## config.mk

```make
export PLATFORM = sky130hd
export DESIGN_NAME = base64url_stream_decoder_unit
export DESIGN_NICKNAME = d
export VERILOG_FILES = /design/src/rtl/b64sd_pkg.sv /design/src/rtl/b64sd_step.sv /design/src/rtl/base64url_stream_decoder_unit.sv
export SDC_FILE = /design/constraint.sdc
export NUM_CORES = 1
export LEC_CHECK = 0
export BUFFER_PORTS_ARGS = -buffer_cell sky130_fd_sc_hd__buf_4
export CAP_MARGIN = 20
export CORE_UTILIZATION = 35
export CTS_CLUSTER_DIAMETER = 150
export DETAILED_ROUTE_END_ITERATION = 10
export SLEW_MARGIN = 30
export SYNTH_ARGS = -nofsm -noshare
export SYNTH_HDL_FRONTEND = slang
export SYNTH_HIERARCHICAL = 1
export SYNTH_SLANG_ARGS = --single-unit
```

## constraint.sdc

```tcl
create_clock -name clock -period 2.39 [get_ports clock]
set_input_delay 0.1195 -clock clock [delete_from_list [all_inputs] [get_ports clock]]
set_output_delay 0.1195 -clock clock [all_outputs]
set_load 0.01 [all_outputs]
```

## src/rtl/b64sd_pkg.sv

```systemverilog
// Package: payload types, decode step type and character map for the base64url decoder.
`default_nettype none
package b64sd_pkg;

   localparam int unsigned SextetW    = 6;
   localparam int unsigned AccW       = 18;
   localparam int unsigned MaxResults = 3;

   localparam logic [7:0] CharUpperA = 8'h41;
   localparam logic [7:0] CharUpperZ = 8'h5A;
   localparam logic [7:0] CharLowerA = 8'h61;
   localparam logic [7:0] CharLowerZ = 8'h7A;
   localparam logic [7:0] CharZero   = 8'h30;
   localparam logic [7:0] CharNine   = 8'h39;
   localparam logic [7:0] CharDash   = 8'h2D;
   localparam logic [7:0] CharUnder  = 8'h5F;
   localparam logic [7:0] CharPlus   = 8'h2B;
   localparam logic [7:0] CharSlash  = 8'h2F;

   localparam logic [5:0] OffsetLower = 6'd26;
   localparam logic [5:0] OffsetDigit = 6'd52;
   localparam logic [5:0] Sextet62    = 6'd62;
   localparam logic [5:0] Sextet63    = 6'd63;

   typedef struct packed {
      logic [7:0] symbol_char;
      logic       end_of_input;
   } req_payload_type;

   typedef struct packed {
      logic [7:0] data_byte;
      logic       decode_error;
      logic       last_of_message;
   } rsp_payload_type;

   typedef struct packed {
      logic                  valid;
      logic [SextetW-1:0]    value;
   } sextet_type;

   typedef struct packed {
      logic [1:0]            num_results;
      rsp_payload_type [MaxResults-1:0] results;
      logic [AccW-1:0]       acc_next;
      logic [1:0]            count_next;
      logic                  drop_next;
   } step_type;

   function automatic sextet_type char_to_sextet(input logic [7:0] c, input logic plus_slash);
      sextet_type s;
      logic [7:0] d;
      s = '{valid: 1'b0, value: '0};
      d = '0;
      if (c >= CharUpperA && c <= CharUpperZ) begin
         d = c - CharUpperA;
         s = '{valid: 1'b1, value: d[5:0]};
      end else if (c >= CharLowerA && c <= CharLowerZ) begin
         d = c - CharLowerA;
         s = '{valid: 1'b1, value: d[5:0] + OffsetLower};
      end else if (c >= CharZero && c <= CharNine) begin
         d = c - CharZero;
         s = '{valid: 1'b1, value: d[5:0] + OffsetDigit};
      end else if (c == CharDash || (plus_slash && c == CharPlus)) begin
         s = '{valid: 1'b1, value: Sextet62};
      end else if (c == CharUnder || (plus_slash && c == CharSlash)) begin
         s = '{valid: 1'b1, value: Sextet63};
      end
      return s;
   endfunction

endpackage
`default_nettype wire

```

## src/rtl/b64sd_step.sv

```systemverilog
// Combinational step: maps one character and the pending group to results and next state.
`default_nettype none
module b64sd_step (
   input  wire b64sd_pkg::req_payload_type     item,
   input  wire logic                           plus_slash,
   input  wire logic [b64sd_pkg::AccW-1:0]     acc,
   input  wire logic [1:0]                     count,
   input  wire logic                           dropping,
   output b64sd_pkg::step_type                 step
);

   localparam b64sd_pkg::rsp_payload_type ErrResult = '{
      data_byte: 8'd0, decode_error: 1'b1, last_of_message: 1'b1};

   b64sd_pkg::sextet_type       sx;
   logic [b64sd_pkg::AccW-1:0]  acc_shift;
   logic [23:0]                 word;
   logic [1:0]                  count_inc;

   always_comb begin
      sx        = b64sd_pkg::char_to_sextet(item.symbol_char, plus_slash);
      acc_shift = {acc[b64sd_pkg::AccW-b64sd_pkg::SextetW-1:0], sx.value};
      word      = {acc, sx.value};
      count_inc = count + 2'd1;

      step.num_results = 2'd0;
      step.results     = '0;
      step.acc_next    = acc;
      step.count_next  = count;
      step.drop_next   = dropping;

      if (dropping) begin
         if (item.end_of_input) begin
            step.drop_next  = 1'b0;
            step.acc_next   = '0;
            step.count_next = 2'd0;
         end
      end else if (!sx.valid) begin
         step.acc_next    = '0;
         step.count_next  = 2'd0;
         step.drop_next   = !item.end_of_input;
         step.num_results = 2'd1;
         step.results[0]  = ErrResult;
      end else if (count == 2'd3) begin
         step.acc_next    = '0;
         step.count_next  = 2'd0;
         step.num_results = 2'd3;
         step.results[0]  = '{data_byte: word[23:16], decode_error: 1'b0,
                              last_of_message: 1'b0};
         step.results[1]  = '{data_byte: word[15:8], decode_error: 1'b0,
                              last_of_message: 1'b0};
         step.results[2]  = '{data_byte: word[7:0], decode_error: 1'b0,
                              last_of_message: item.end_of_input};
      end else if (!item.end_of_input) begin
         step.acc_next   = acc_shift;
         step.count_next = count_inc;
      end else begin
         step.acc_next   = '0;
         step.count_next = 2'd0;
         case (count_inc)
            2'd1: begin
               step.num_results = 2'd1;
               step.results[0]  = ErrResult;
            end
            2'd2: begin
               step.num_results = 2'd1;
               step.results[0]  = '{data_byte: acc_shift[11:4], decode_error: 1'b0,
                                    last_of_message: 1'b1};
            end
            default: begin
               step.num_results = 2'd2;
               step.results[0]  = '{data_byte: acc_shift[17:10], decode_error: 1'b0,
                                    last_of_message: 1'b0};
               step.results[1]  = '{data_byte: acc_shift[9:2], decode_error: 1'b0,
                                    last_of_message: 1'b1};
            end
         endcase
      end
   end

endmodule
`default_nettype wire

```

## src/rtl/base64url_stream_decoder_unit.sv

```systemverilog
// Top level: unpadded base64url stream decoder with a result queue of up to three beats.
// Takes one character beat per cycle while req_ready is high. Decoding and the group
// state update happen in the cycle a character is accepted, and its results (none, one,
// two or three bytes, or a single error beat) load a three-entry result register that
// drains one beat per cycle of rsp_ready; the first result is offered the cycle after
// acceptance. A new character is taken while the last waiting result leaves, so characters
// that give no result flow at one per cycle. The csr write sets the '+' and '/' option;
// write it only while no message is in flight.
`default_nettype none
module base64url_stream_decoder_unit (
   input  wire logic                        clock,
   input  wire logic                        reset,
   input  wire logic                        req_valid,
   output logic                             req_ready,
   input  wire b64sd_pkg::req_payload_type  req_payload,
   output logic                             rsp_valid,
   input  wire logic                        rsp_ready,
   output b64sd_pkg::rsp_payload_type       rsp_payload,
   input  wire logic                        csr_valid,
   output logic                             csr_ready,
   input  wire logic                        csr_data
);

   logic                              plus_slash_ff, plus_slash_in;
   logic [b64sd_pkg::AccW-1:0]        acc_ff, acc_in;
   logic [1:0]                        count_ff, count_in;
   logic                              drop_ff, drop_in;
   b64sd_pkg::rsp_payload_type [b64sd_pkg::MaxResults-1:0] slot_ff, slot_in;
   logic [1:0]                        fill_ff, fill_in;
   b64sd_pkg::step_type               step;
   logic                              req_take, rsp_take;

   b64sd_step u_step (
      .item       (req_payload),
      .plus_slash (plus_slash_ff),
      .acc        (acc_ff),
      .count      (count_ff),
      .dropping   (drop_ff),
      .step       (step)
   );

   assign csr_ready   = 1'b1;
   assign rsp_valid   = (fill_ff != 2'd0);
   assign rsp_payload = slot_ff[0];
   assign req_ready   = (fill_ff == 2'd0) || (fill_ff == 2'd1 && rsp_ready);
   assign req_take    = req_valid && req_ready;
   assign rsp_take    = rsp_valid && rsp_ready;

   always_comb begin
      plus_slash_in = (csr_valid && csr_ready) ? csr_data : plus_slash_ff;
      acc_in   = acc_ff;
      count_in = count_ff;
      drop_in  = drop_ff;
      slot_in  = slot_ff;
      fill_in  = fill_ff;
      if (req_take) begin
         acc_in   = step.acc_next;
         count_in = step.count_next;
         drop_in  = step.drop_next;
         slot_in  = step.results;
         fill_in  = step.num_results;
      end else if (rsp_take) begin
         slot_in[0] = slot_ff[1];
         slot_in[1] = slot_ff[2];
         fill_in    = fill_ff - 2'd1;
      end
   end

   always_ff @(posedge clock) begin
      if (reset) begin
         plus_slash_ff <= 1'b0;
         acc_ff        <= '0;
         count_ff      <= 2'd0;
         drop_ff       <= 1'b0;
         fill_ff       <= 2'd0;
      end else begin
         plus_slash_ff <= plus_slash_in;
         acc_ff        <= acc_in;
         count_ff      <= count_in;
         drop_ff       <= drop_in;
         fill_ff       <= fill_in;
      end
   end

   always_ff @(posedge clock) begin
      slot_ff <= slot_in;
   end

endmodule
`default_nettype wire

```

== Yosys cells after proc, flatten, opt, wreduce, memory -nomap -nowiden ==
Cells that the tools add are included.
Word-level totals
  flip-flop bits (word level): 54
  bits of input ports: 15
  output and inout port bits: 13
  logic and storage cells: 82
Operators by class
  $add $sub $neg: 7
  order comparisons: 6
  equal/unequal tests: 9
  multiplexer cells: 25
  bitwise gates (word level): 2
  reductions and logical operators: 19
Operators by type and width (number)
  20-bit 2-to-1 mux: 5
  21-bit 2-to-1 mux: 2
  40-bit 2-to-1 mux: 1
  7-bit 2-to-1 mux: 5
  32-bit 2-to-1 mux: 1
  30-bit 2-to-1 mux: 1
  8-bit by 6-bit == test with 1-bit output, second input constant: 3
  10-bit 2-to-1 mux: 2
  10-bit case mux with 2 select lines: 1
  8-bit by 7-bit greater-or-equal comparator with 1-bit output, second input constant: 2
  8-bit by 7-bit less-or-equal comparator with 1-bit output, second input constant: 2
  2-bit 2-to-1 mux: 6
  6-bit subtractor, second input constant: 2
  8-bit by 7-bit == test with 1-bit output, second input constant: 1
  8-bit by 6-bit greater-or-equal comparator with 1-bit output, second input constant: 1
  8-bit by 6-bit less-or-equal comparator with 1-bit output, second input constant: 1
  1-bit logical AND: 8
  6-bit by 5-bit adder with 6-bit output, second input constant: 1
  6-bit adder, second input constant: 1
  6-bit by 1-bit subtractor with 6-bit output, second input constant: 1
  2-bit by 1-bit == test with 1-bit output, second input constant: 2
  2-bit == test, second input constant: 2
  2-bit nonzero test: 2
  2-bit OR reduction: 2
  10 further kinds: 13

== Logic depth before layout (Yosys ltp) ==
Gate-level depths: netlist of run 1.
  depth after elaboration: 14
  depth in mapped cells: 12
  gate-level depth less buffers: 10

== Cells and area by module ==
Netlist of run 1, hierarchy kept.
By module, submodules not included
  base64url_stream_decoder_unit: instances 1, cells an instance 183, area an instance 2334.7 sq um, seq. area each 1381.3 sq um
  b64sd_step: instances 1, cells an instance 221, area an instance 1398.8 sq um, seq. area each 0.0 sq um

== Worst setup path before layout of run 1 ==
OpenSTA, ideal clock, no wires.
  path kind: input-to-reg
  start: input req_payload[3] (netlist name)
  end: register slot_ff[13] (netlist name), data pin
  library setup time: 260 ps
  data arrival time: 2323 ps
  required time: 2130 ps
  slack: -193 ps
  cell stages on the path: 10
  buffers on the path: 1
  cells stage by stage: clkbuf_1 inv_1 ha_1 a21o_1 a311o_1 o31a_1 or3_1 nand4_1 a21oi_1 mux2_4
RTL lines
  from (decl): line base64url_stream_decoder_unit.sv:15  | input wire b64sd_pkg::req_payload_type req_payload,
  to (signal assigned): line base64url_stream_decoder_unit.sv:86  | slot_ff <= slot_in;
  to (decl): line base64url_stream_decoder_unit.sv:28  | b64sd_pkg::rsp_payload_type [b64sd_pkg::MaxResults-1:0] slot_ff, slot_in;

== Final worst setup path of run 1 ==
  start: register plus_slash_ff
  end: register slot_ff[27] (netlist name), data pin
On the way
  longest elaborated chain between the ends: 9
  elaborated cells between the ends (all ways): 11
  classes of those cells: mux (5); bitwise (1); reduce/logical (5)
RTL lines
  from (decl): line base64url_stream_decoder_unit.sv:24  | logic plus_slash_ff, plus_slash_in;
  from (signal assigned): line base64url_stream_decoder_unit.sv:77  | plus_slash_ff <= plus_slash_in;
  1-bit logical AND: line b64sd_pkg.sv:65  | end else if (c == CharUnder || (plus_slash && c == CharSlash)) begin
  1-bit logical OR: line b64sd_pkg.sv:65
  7-bit 2-to-1 mux: line b64sd_pkg.sv:65
  7-bit 2-to-1 mux *: line b64sd_pkg.sv:63  | end else if (c == CharDash || (plus_slash && c == CharPlus)) begin
  7-bit 2-to-1 mux *: line b64sd_pkg.sv:60  | end else if (c >= CharZero && c <= CharNine) begin
  7-bit 2-to-1 mux *: line b64sd_pkg.sv:57  | end else if (c >= CharLowerA && c <= CharLowerZ) begin
  7-bit 2-to-1 mux *: line b64sd_pkg.sv:54  | if (c >= CharUpperA && c <= CharUpperZ) begin
  1-bit inverter (no line)
  3-bit OR reduction (no line)
Mark *: on every way between the ends. The rest lies on a longest branch, timed or not.
A chain may end at the register's enable or synchronous reset.

==> impl_metrics.tcl, run 1 <==
set metrics [dict create \
    status "complete, no violations" \
    vias 3182 \
    cp_common_cell "buf_4" \
    final_hold_viol_count 0 \
    end_kind "flop" \
    numPortBuffers 26 \
    drv_slew 0 \
    initial_utilization 0.362 \
    synth-edff-count 30 \
    cp.depth 8 \
    die_h_um 105 \
    hp-class "in2reg" \
    die_w_um 105 \
    clk_pin_slew_ns 0.10 \
    cts-hold-fix-buffers 0 \
    rsz0062_at_grt "no" \
    synth_compound_area_frac 0.244 \
    fmax_mhz 451 \
    wl_um 9240 \
    path_cells "nand4bb_1, a211oi_1, a31oi_1, buf_4, a21oi_2, buf_4, nand2_1, nor2_1" \
    drive_gt1_frac 0.234 \
    ys_ff_latch 54 \
    synth_top_family_by_area "compound AO/OA/AOI/OAI gates" \
    pre_cts_slack_ns -0.0201 \
    p_per_area_mw_per_mm2 620 \
    via_per_inst 5.60 \
    peakVddDrop_mv 0.305 \
    synth_xor_xnor_area_share 0.00938 \
    relSlewSlack 0.547 \
    synth-warning-count 6 \
    grt_max_degree 26 \
    diodes 0 \
    required_ns 2.53 \
    gr-usage-all-layers 0.171 \
    io_pins 28 \
    path_class "reg2reg" \
    async_flop_share 0 \
    post-cts-setup-buffers 0 \
    post_cts_resized 0 \
    ant_nets 0 \
    max_stage_delay_ns 0.42 \
    yosys.area_share.adder 0.0469 \
    ys_types 63 \
    finalCritPeriodShare 0.928 \
    antenna_found_initial 0 \
    worst_pin_slew_ns 0.679 \
    place_hpwl_um 6540 \
    synth_cells 404 \
    power_mw 2.64 \
    core_area_mm2 0.0103 \
    finalSetupTns_ns 0 \
    synthMuxAreaShare 0.0891 \
    cts_sinks 54 \
    power.leakage_nw 1.62 \
    clockRootBuffer "clkbuf_8" \
    syn_area_per_cell_um2 9.24 \
    cts_tree "done" \
    grt_pass1_wl_um 15000 \
    grt_overflow_total 0 \
    gp_congestion 0.867 \
    critPathTopFamily "compound AO/OA/AOI/OAI gates" \
    grt_pass1_vias 2887 \
    syn-cell-area_mm2 0.00373 \
    maxCapViolCount 0 \
    die-area_mm2 0.0111 \
    worstPathMaxFanout 7 \
    ys.flop_type "edfxtp_1" \
    cp.buffers_inverters 2 \
    insertion_delay_ns 0.31 \
    setup_viol 0 \
    nets 460 \
    critPathArrivalTime_ns 2.36 \
    r2r.worst_path.cells 8 \
    synthSimpleGateAreaFrac 0.150 \
    final.setup.worst_slack_ns 0.171 \
    cts_buffers 5 \
    wl_per_cell_um 16.3 \
    slowest_stage "a211oi_1" \
    skew_ns 0.00493 \
    finalCriticalPeriod_ns 2.22 \
    drcViolationCount 0 \
    num_rows 37 \
    dr.pass1.iters 5 \
    htreeDepth 2 \
    cts_buffer_depth 2 \
    hold_depth 3 \
    start_kind "flop" \
    ys_seq_area_frac 0.370 \
    drt-initial-drc-count 295 \
    area_growth_pct 13.8 \
]
-- report_power, final --
part	leakage [nW]	internal (mW)	switching [mW]
registers	0.494	1.13	0.0383
logic	1.06	0.324	0.422
clock network	0.0658	0.415	0.306
total	1.62	1.87	0.766
-- cell type report --
type	instances	area, µm²
clock buffer	5	68.8
clock inverter	3	63.8
fill	1008	6070
inverter	18	72.6
multi-input combinational	292	2040
sequential	54	1380
tap	136	170
timing repair buffer	60	450
-- cells in the mapped netlist, types with 2 or more instances --
master | n | area, µm²
a21o_1 | 4 | 30.0
a21oi_1 | 37 | 185
a221o_1 | 7 | 70.1
a22o_1 | 14 | 123
a22oi_1 | 2 | 15.0
a2bb2oi_1 | 2 | 17.5
a311oi_2 | 2 | 30.0
a31oi_1 | 2 | 12.5
a32o_1 | 2 | 20.0
and3_1 | 8 | 50.1
buf_1 | 2 | 7.51
buf_12 | 2 | 40.0
buf_2 | 7 | 35.0
buf_4 | 16 | 120
clkbuf_1 | 12 | 45.0
clkbuf_2 | 2 | 10.0
conb_1 | 2 | 7.51
dfxtp_1 | 24 | 480
edfxtp_1 | 30 | 901
ha_1 | 14 | 175
inv_1 | 17 | 63.8
mux2_2 | 2 | 22.5
mux2_4 | 18 | 270
mux2i_1 | 4 | 40.0
nand2_1 | 24 | 90.1
nand2b_1 | 3 | 18.8
nand3_1 | 27 | 135
nor2_1 | 31 | 116
nor2b_1 | 4 | 25.0
nor3_1 | 4 | 20.0
nor3b_1 | 2 | 15.0
o2111ai_1 | 2 | 17.5
o211ai_1 | 3 | 22.5
o21ai_0 | 31 | 155
o21ai_1 | 6 | 30.0
o311ai_0 | 2 | 17.5
o31a_1 | 2 | 17.5
o31ai_1 | 2 | 15.0
or3_1 | 2 | 12.5
xnor2_1 | 4 | 35.0
-- cell usage in the layout (no fill, tap or decap), types with 16 or more instances in the layout --
cell type and instances:
mux2_4 18, dfxtp_1 24, edfxtp_1 30, a21oi_1 37
nand2_1 24, nand3_1 27, inv_1 16, buf_4 60
o21ai_0 31, nor2_1 31
-- cell families after synthesis --
logic type               Yosys count
buffers and inverters             59
adder cells (fa/ha/maj)           14
XOR/XNOR                           4
AO/OA/AOI/OAI                    134
flip-flops                        54
other                              2
multiplexers                      24
AND/OR/NAND/NOR                  113
-- worst reg2reg max path, stage by stage, from the launching register on --
cell	delay [ns]
dfxtp_1	0.34
nand4bb_1	0.11
a211oi_1	0.42
a31oi_1	0.07
buf_4	0.18
a21oi_2	0.32
buf_4	0.20
nand2_1	0.17
nor2_1	0.24
-- sequential cells by signal, summed over array words and instances (netlist names) --
signal and count:
plus_slash_ff 1, acc_ff 18, slot_ff 20, fill_ff 2, drop_ff 1, count_ff 2, rsp_payload 10
-- metrics by stage --
step                 util  hold slack, ns  cell area [µm²]  instances
floorplan               -           0.189             3760        405
global placement    0.398           0.473             4110        560
detailed placement  0.398           0.488             4110        560
CTS                 0.411           0.163             4250        568
global route        0.412           0.171             4250        568
finish              0.412           0.121             4250        568
-- worst paths after layout --
kind | from | to | slack, ns
worst max register to register | plus_slash_ff$_SDFFE_PP0P_ | slot_ff[27]$_DFFE_PP_ | 0.17
worst min register to register | acc_ff[13]$_SDFFE_PP0P_ | acc_ff[13]$_SDFFE_PP0P_ | 0.51
worst min-delay path | csr_data | plus_slash_ff$_SDFFE_PP0P_ | 0.12
worst max-delay path | plus_slash_ff$_SDFFE_PP0P_ | slot_ff[27]$_DFFE_PP_ | 0.17
-- layer usage --
| metal | GRT usage | routed length [µm] | vias to the layer above | share of wire |
|---|---|---|---|---|
| met3 | 0.0241 | 391 | 9 | 0.042 |
| li1 | - | - | 1527 | - |
| met4 | 0.0443 | 118 | 0 | 0.013 |
| met1 | 0.248 | 4470 | 1559 | 0.48 |
| met5 | 0 | 0 | - | 0 |
| met2 | 0.266 | 4260 | 87 | 0.46 |
(Power assumes the default switching activity.)
==> run 2, diff against run 1 <==
Settings changed: CORE_MARGIN set to 4, CORE_UTILIZATION 35 to 36, CTS_BUF_LIST set to sky130_fd_sc_hd__clkbuf_16.
==> impl_metrics.tcl, run 2 (same netlist as run 1, synthesis figures left out) <==
set metrics [dict create \
    worstPathMaxFanout 6 \
    grt_max_degree 26 \
    fmax_mhz 461 \
    mostFrequentLayoutCell "buf_4" \
    finalCriticalPeriod_ns 2.17 \
    htreeDepth 2 \
    numPortBuffers 26 \
    cts_buffers 5 \
    setup_viol 0 \
    ant_nets 0 \
    required_ns 2.44 \
    fin_cells 567 \
    vias 3171 \
    hp-class "in2reg" \
    nets 462 \
    wl_per_cell_um 16.7 \
    drcViolationCount 0 \
    power_mw 2.63 \
    critPathArrivalTime_ns 2.22 \
    slowest_stage "dfxtp_1" \
    end_kind "flop" \
    area_growth_pct 14.5 \
    grt_pass1_vias 2952 \
    top_register "slot_ff" \
    io_pins 28 \
    cts_sinks 54 \
    clk_pin_slew_ns 0.07 \
    max_stage_delay_ns 0.41 \
    worst_pin_slew_ns 0.654 \
    die_h_um 110 \
    path_cells "inv_1, ha_1, and2_0, a221o_1, o21ai_0, nor2_1, mux2_4" \
    critPathTopFamily "compound AO/OA/AOI/OAI gates" \
    diodes 0 \
    post-cts-setup-buffers 0 \
    num_rows 36 \
    p_per_area_mw_per_mm2 615 \
    clockRootBuffer "clkbuf_16" \
    dp.cells 559 \
    gr-usage-all-layers 0.163 \
    grt_pass1_wl_um 15400 \
    wl_met2_um 4070 \
    top_layer_used "met4" \
    via_per_inst 5.59 \
    met3WireLength_um 556 \
    largest_register_ffs 20 \
    maxCapViolCount 0 \
    dr.pass1.iters 5 \
    initial_utilization 0.375 \
    die_w_um 110 \
    antenna_found_initial 0 \
    peakVddDrop_mv 0.292 \
    mostFrequentLayoutCells "buf_4 (62), a21oi_1 (37), o21ai_0 (31), nor2_1 (31), edfxtp_1 (30)" \
    final_hold_viol_count 0 \
    core_area_mm2 0.00995 \
    rsz0062_at_grt "no" \
    power.leakage_nw 1.64 \
    insertion_delay_ns 0.29 \
    skew_ns 0.00574 \
    gp_congestion 0.889 \
    drive_gt1_frac 0.237 \
    drt-initial-drc-count 288 \
    path_class "reg2reg" \
    relSlewSlack 0.564 \
    cp.buffers_inverters 1 \
    status "complete, no violations" \
    die-area_mm2 0.0121 \
    cts_tree "done" \
    start_kind "flop" \
    wl_um 9470 \
    grt_overflow_total 0 \
    drv_slew 0 \
    finalCritPeriodShare 0.908 \
    wl_met1_um 4750 \
    place_hpwl_um 6800 \
    cts_buffer_depth 2 \
]
## run 2: cell types whose count changed in the layout (fill, tap and decap cells not counted), moves of 2 or more
cell       change
clkbuf_16      +5
clkbuf_8       -5
buf_4          +2
bufinv_16      -2
inv_1          +2
## run 2: repair_timing
| action | CTS | global route |
|---|---|---|
| setup endpoints to repair | 0 | 3 |
| hold buffers | 0 | 0 |
| hold endpoints to repair | 0 | 0 |
| gates resized for setup | 0 | 2 |
## run 2: layout make-up
cell class / instances / area (µm²)
Tap cell: 133 / 166
Sequential cell: 54 / 1380
Timing Repair Buffer: 62 / 465
Fill cell: 939 / 5680
Inverter: 18 / 72.6
Multi-Input combinational cell: 292 / 2050
Clock inverter: 3 / 15.0
Clock buffer: 5 / 125
## run 2: path summary, 6_finish.rpt
kind	from	slack, ns	to	cells past startpoint
setup reg to reg	count_ff[1]$_SDFFE_PP0P_	0.22	rsp_payload[5]$_DFFE_PP_	7
hold / removal	csr_data	0.13	plus_slash_ff$_SDFFE_PP0P_	3
setup / recovery	count_ff[1]$_SDFFE_PP0P_	0.22	rsp_payload[5]$_DFFE_PP_	7
hold reg to reg	fill_ff[0]$_SDFFE_PP0P_	0.49	fill_ff[0]$_SDFFE_PP0P_	2
## run 2: stage by stage
stage               instance area (µm²)   util  hold WS [ns]  setup TNS [ns]  worst slack [ns]
CTS                                4260  0.428         0.164               0             0.210
floorplan                          3760      -         0.189               0           0.00922
global route                       4270  0.429         0.186               0            0.0658
finish                             4270  0.429         0.127               0             0.219
detailed placement                 4120  0.414         0.462         -0.0533           -0.0533
global placement                   4120  0.414         0.461               0           0.00256
## run 2: per-layer routing
metal | global-route usage | vias up
met1 | 0.246 | 1524
met3 | 0.0329 | 6
met5 | 0 | -
met2 | 0.239 | 110
met4 | 0.0312 | 0
li1 | - | 1531
## run 2: report_power, final
group | switching, mW | internal (mW) | total, mW | leakage, nW
Combinational | 0.427 | 0.327 | 0.754 | 1.08
Clock | 0.323 | 0.381 | 0.705 | 0.0724
Sequential | 0.0375 | 1.13 | 1.17 | 0.494
Total | 0.787 | 1.84 | 2.63 | 1.64
## run 2: worst register-to-register path, cell delays in order, from the launching register on
cell	delay [ns]
dfxtp_1	0.41
inv_1	0.10
ha_1	0.24
and2_0	0.31
a221o_1	0.34
o21ai_0	0.14
nor2_1	0.12
mux2_4	0.27
==> run 3, diff against run 2 <==
Settings changed: PLACE_DENSITY set to 0.64, SYNTH_HIERARCHICAL 1 to not set.
==> impl_metrics.tcl, run 3 <==
set metrics [dict create \
    status "complete, no violations" \
    synth.top_cell.area_share 0.280 \
    io_pins 28 \
    nets 352 \
    die-area_mm2 0.00986 \
    p_per_area_mw_per_mm2 716 \
    grt_pass1_wl_um 11200 \
    num_rows 33 \
    dr.pass1.iters 4 \
    yosys-top-cells-area "edfxtp_1 (28%), dfxtp_1 (16%), ha_1 (5.8%)" \
    path_class "reg2reg" \
    drive_gt1_frac 0.185 \
    peakVddDrop_mv 0.263 \
    ys_seq_area_frac 0.441 \
    syn-cell-area_mm2 0.00300 \
    critPathArrivalTime_ns 2.33 \
    start_kind "flop" \
    gp_congestion 0.902 \
    rsz0062_at_grt "no" \
    synth.most_common_cell "nand2_1" \
    cp_common_cell "nand2_1" \
    synth_largest_area_cell "edfxtp_1" \
    slowest_stage "o21a_1" \
    vias 2307 \
    wl_um 6610 \
    cp-endpoint "slot_ff[15]$_DFFE_PP_" \
    grt_pass1_vias 2327 \
    finalSetupTns_ns 0 \
    fin_cells 429 \
    area_growth_pct 13.6 \
    syn_area_per_cell_um2 9.87 \
    synth-warning-count 0 \
    path_cells "inv_1, ha_1, a21o_1, nand2_1, nor2_1, o21a_1, buf_4, nand2_1, o21ai_0" \
    htreeDepth 2 \
    numPortBuffers 26 \
    synth_cells 304 \
    via_per_inst 5.38 \
    worstPathMaxFanout 9 \
    wl_per_cell_um 15.4 \
    cts_sinks 52 \
    fmax_mhz 455 \
    grt_max_degree 23 \
    drt-initial-drc-count 146 \
    cts_tree "done" \
    antenna_found_initial 0 \
    min-delay-start "csr_data" \
    cts_buffers 5 \
    crit_start "fill_ff[1]$_SDFFE_PP0P_" \
    ys_ff_latch 52 \
    end_kind "flop" \
    rr_endpoint "slot_ff[15]$_DFFE_PP_" \
    mostFrequentLayoutCells "buf_4 (38), nand2_1 (30), edfxtp_1 (28)" \
    required_ns 2.52 \
    final_hold_viol_count 0 \
    hp-class "in2reg" \
    ys.flop_type "edfxtp_1" \
    initial_utilization 0.367 \
    power.leakage_nw 1.33 \
    synth-edff-count 28 \
    maxCapViolCount 0 \
    drv_slew 0 \
    hold_depth 3 \
    gr-usage-all-layers 0.138 \
    place_hpwl_um 4780 \
    cts-hold-fix-buffers 0 \
    max_stage_delay_ns 0.42 \
    power_mw 2.44 \
    mostFrequentLayoutCell "buf_4" \
    async_flop_share 0 \
    die_h_um 99.3 \
    clk_pin_slew_ns 0.07 \
    cts_buffer_depth 2 \
    clockRootBuffer "clkbuf_16" \
    r2r.worst_path.cells 9 \
    syn_nets 333 \
    grt_overflow_total 0 \
    rrSetupSlack_ns 0.19 \
    whs_ns 0.0616 \
    ant_nets 0 \
    core_area_mm2 0.00818 \
    die_w_um 99.3 \
    drcViolationCount 0 \
    setup_viol 0 \
    finalCriticalPeriod_ns 2.20 \
    ys_types 56 \
    worst_r2r_startpoint "fill_ff[1]$_SDFFE_PP0P_" \
    diodes 0 \
    insertion_delay_ns 0.29 \
    finalCritPeriodShare 0.920 \
    skew_ns 0.00490 \
    netlist_top_cells_count "nand2_1 (30), edfxtp_1 (28), dfxtp_1 (24), nor2_1 (22), a21oi_1 (19)" \
    dp.cells 419 \
]
==> run 3: cell count changes after synthesis, sizes merged, moves of 5 or more <==
cell | previous run | this run
nor2 | 31 | 23
clkbuf | 14 | 8
nand2 | 25 | 30
buf | 27 | 19
a22oi | 2 | 7
a21oi | 39 | 19
o21ai | 38 | 21
mux2 | 20 | 0
nand3 | 27 | 4
==> run 3: what timing repair did <==
action | CTS | global route
gates resized for setup | 0 | 0
setup endpoints to repair | 0 | 15
setup buffers | 0 | 2
==> run 3: layer usage <==
layer	share of wire	wire [µm]	GRT usage	vias to the layer above
li1	-	-	-	1143
met1	0.45	3010	0.188	1093
met2	0.48	3170	0.227	63
met3	0.051	336	0.0154	8
met4	0.015	99	0.0504	0
met5	0	0	0	-
==> run 3: per-stage QoR <==
step           setup WS (ns)  utilization  cell area [µm²]
2_1_floorplan          0.242            -             3000
3_3_place_gp          0.0491        0.397             3240
3_5_place_dp          0.0170        0.397             3240
4_1_cts                0.181        0.415             3390
5_1_grt               0.0113        0.417             3410
6_report               0.190        0.417             3410
==> run 3: area by class of cell <==
type,instances,area [µm²]
fill,797,4770
multi-input combinational,209,1440
sequential,52,1320
timing repair buffer,39,305
tap,105,131
clock buffer,5,125
inverter,16,60.1
clock inverter,3,21.3
==> run 3: kinds of logic (layout without fill, tap and decap cells) <==
family | Yosys count | in the layout | share of synthesized area
AOI/OAI and AO/OA | 92 | 92 | 0.233
xor gates and xnor gates | 6 | 6 | 0.0175
adders and majority gates | 14 | 14 | 0.0584
buffers and inverters | 43 | 63 | 0.0788
DFF | 52 | 52 | 0.441
muxes | 2 | 2 | 0.00668
other | 1 | 1 | 0.00125
and+or+nand+nor | 94 | 94 | 0.164
==> run 3: power breakdown <==
part | total [mW] | switching [mW] | internal, mW
logic | 0.573 | 0.328 | 0.245
clock network | 0.717 | 0.327 | 0.390
registers | 1.15 | 0.0420 | 1.11
total | 2.44 | 0.697 | 1.74
==> run 3: how the worst min path moves through the flow <==
stage                                 endpoint
finish              plus_slash_ff$_SDFFE_PP0P_
global route           fill_ff[0]$_SDFFE_PP0P_
CTS                 plus_slash_ff$_SDFFE_PP0P_
detailed placement  plus_slash_ff$_SDFFE_PP0P_
global placement    plus_slash_ff$_SDFFE_PP0P_
floorplan                 drop_ff$_SDFFE_PP0P_
==> run 3: critical path: cells and delay by family (launching register included) <==
family | cells | cell delay, ns
compound gates | 3 | 0.75
buf+inv | 2 | 0.30
flops | 1 | 0.30
fa+ha+maj | 1 | 0.22
simple gates | 3 | 0.48
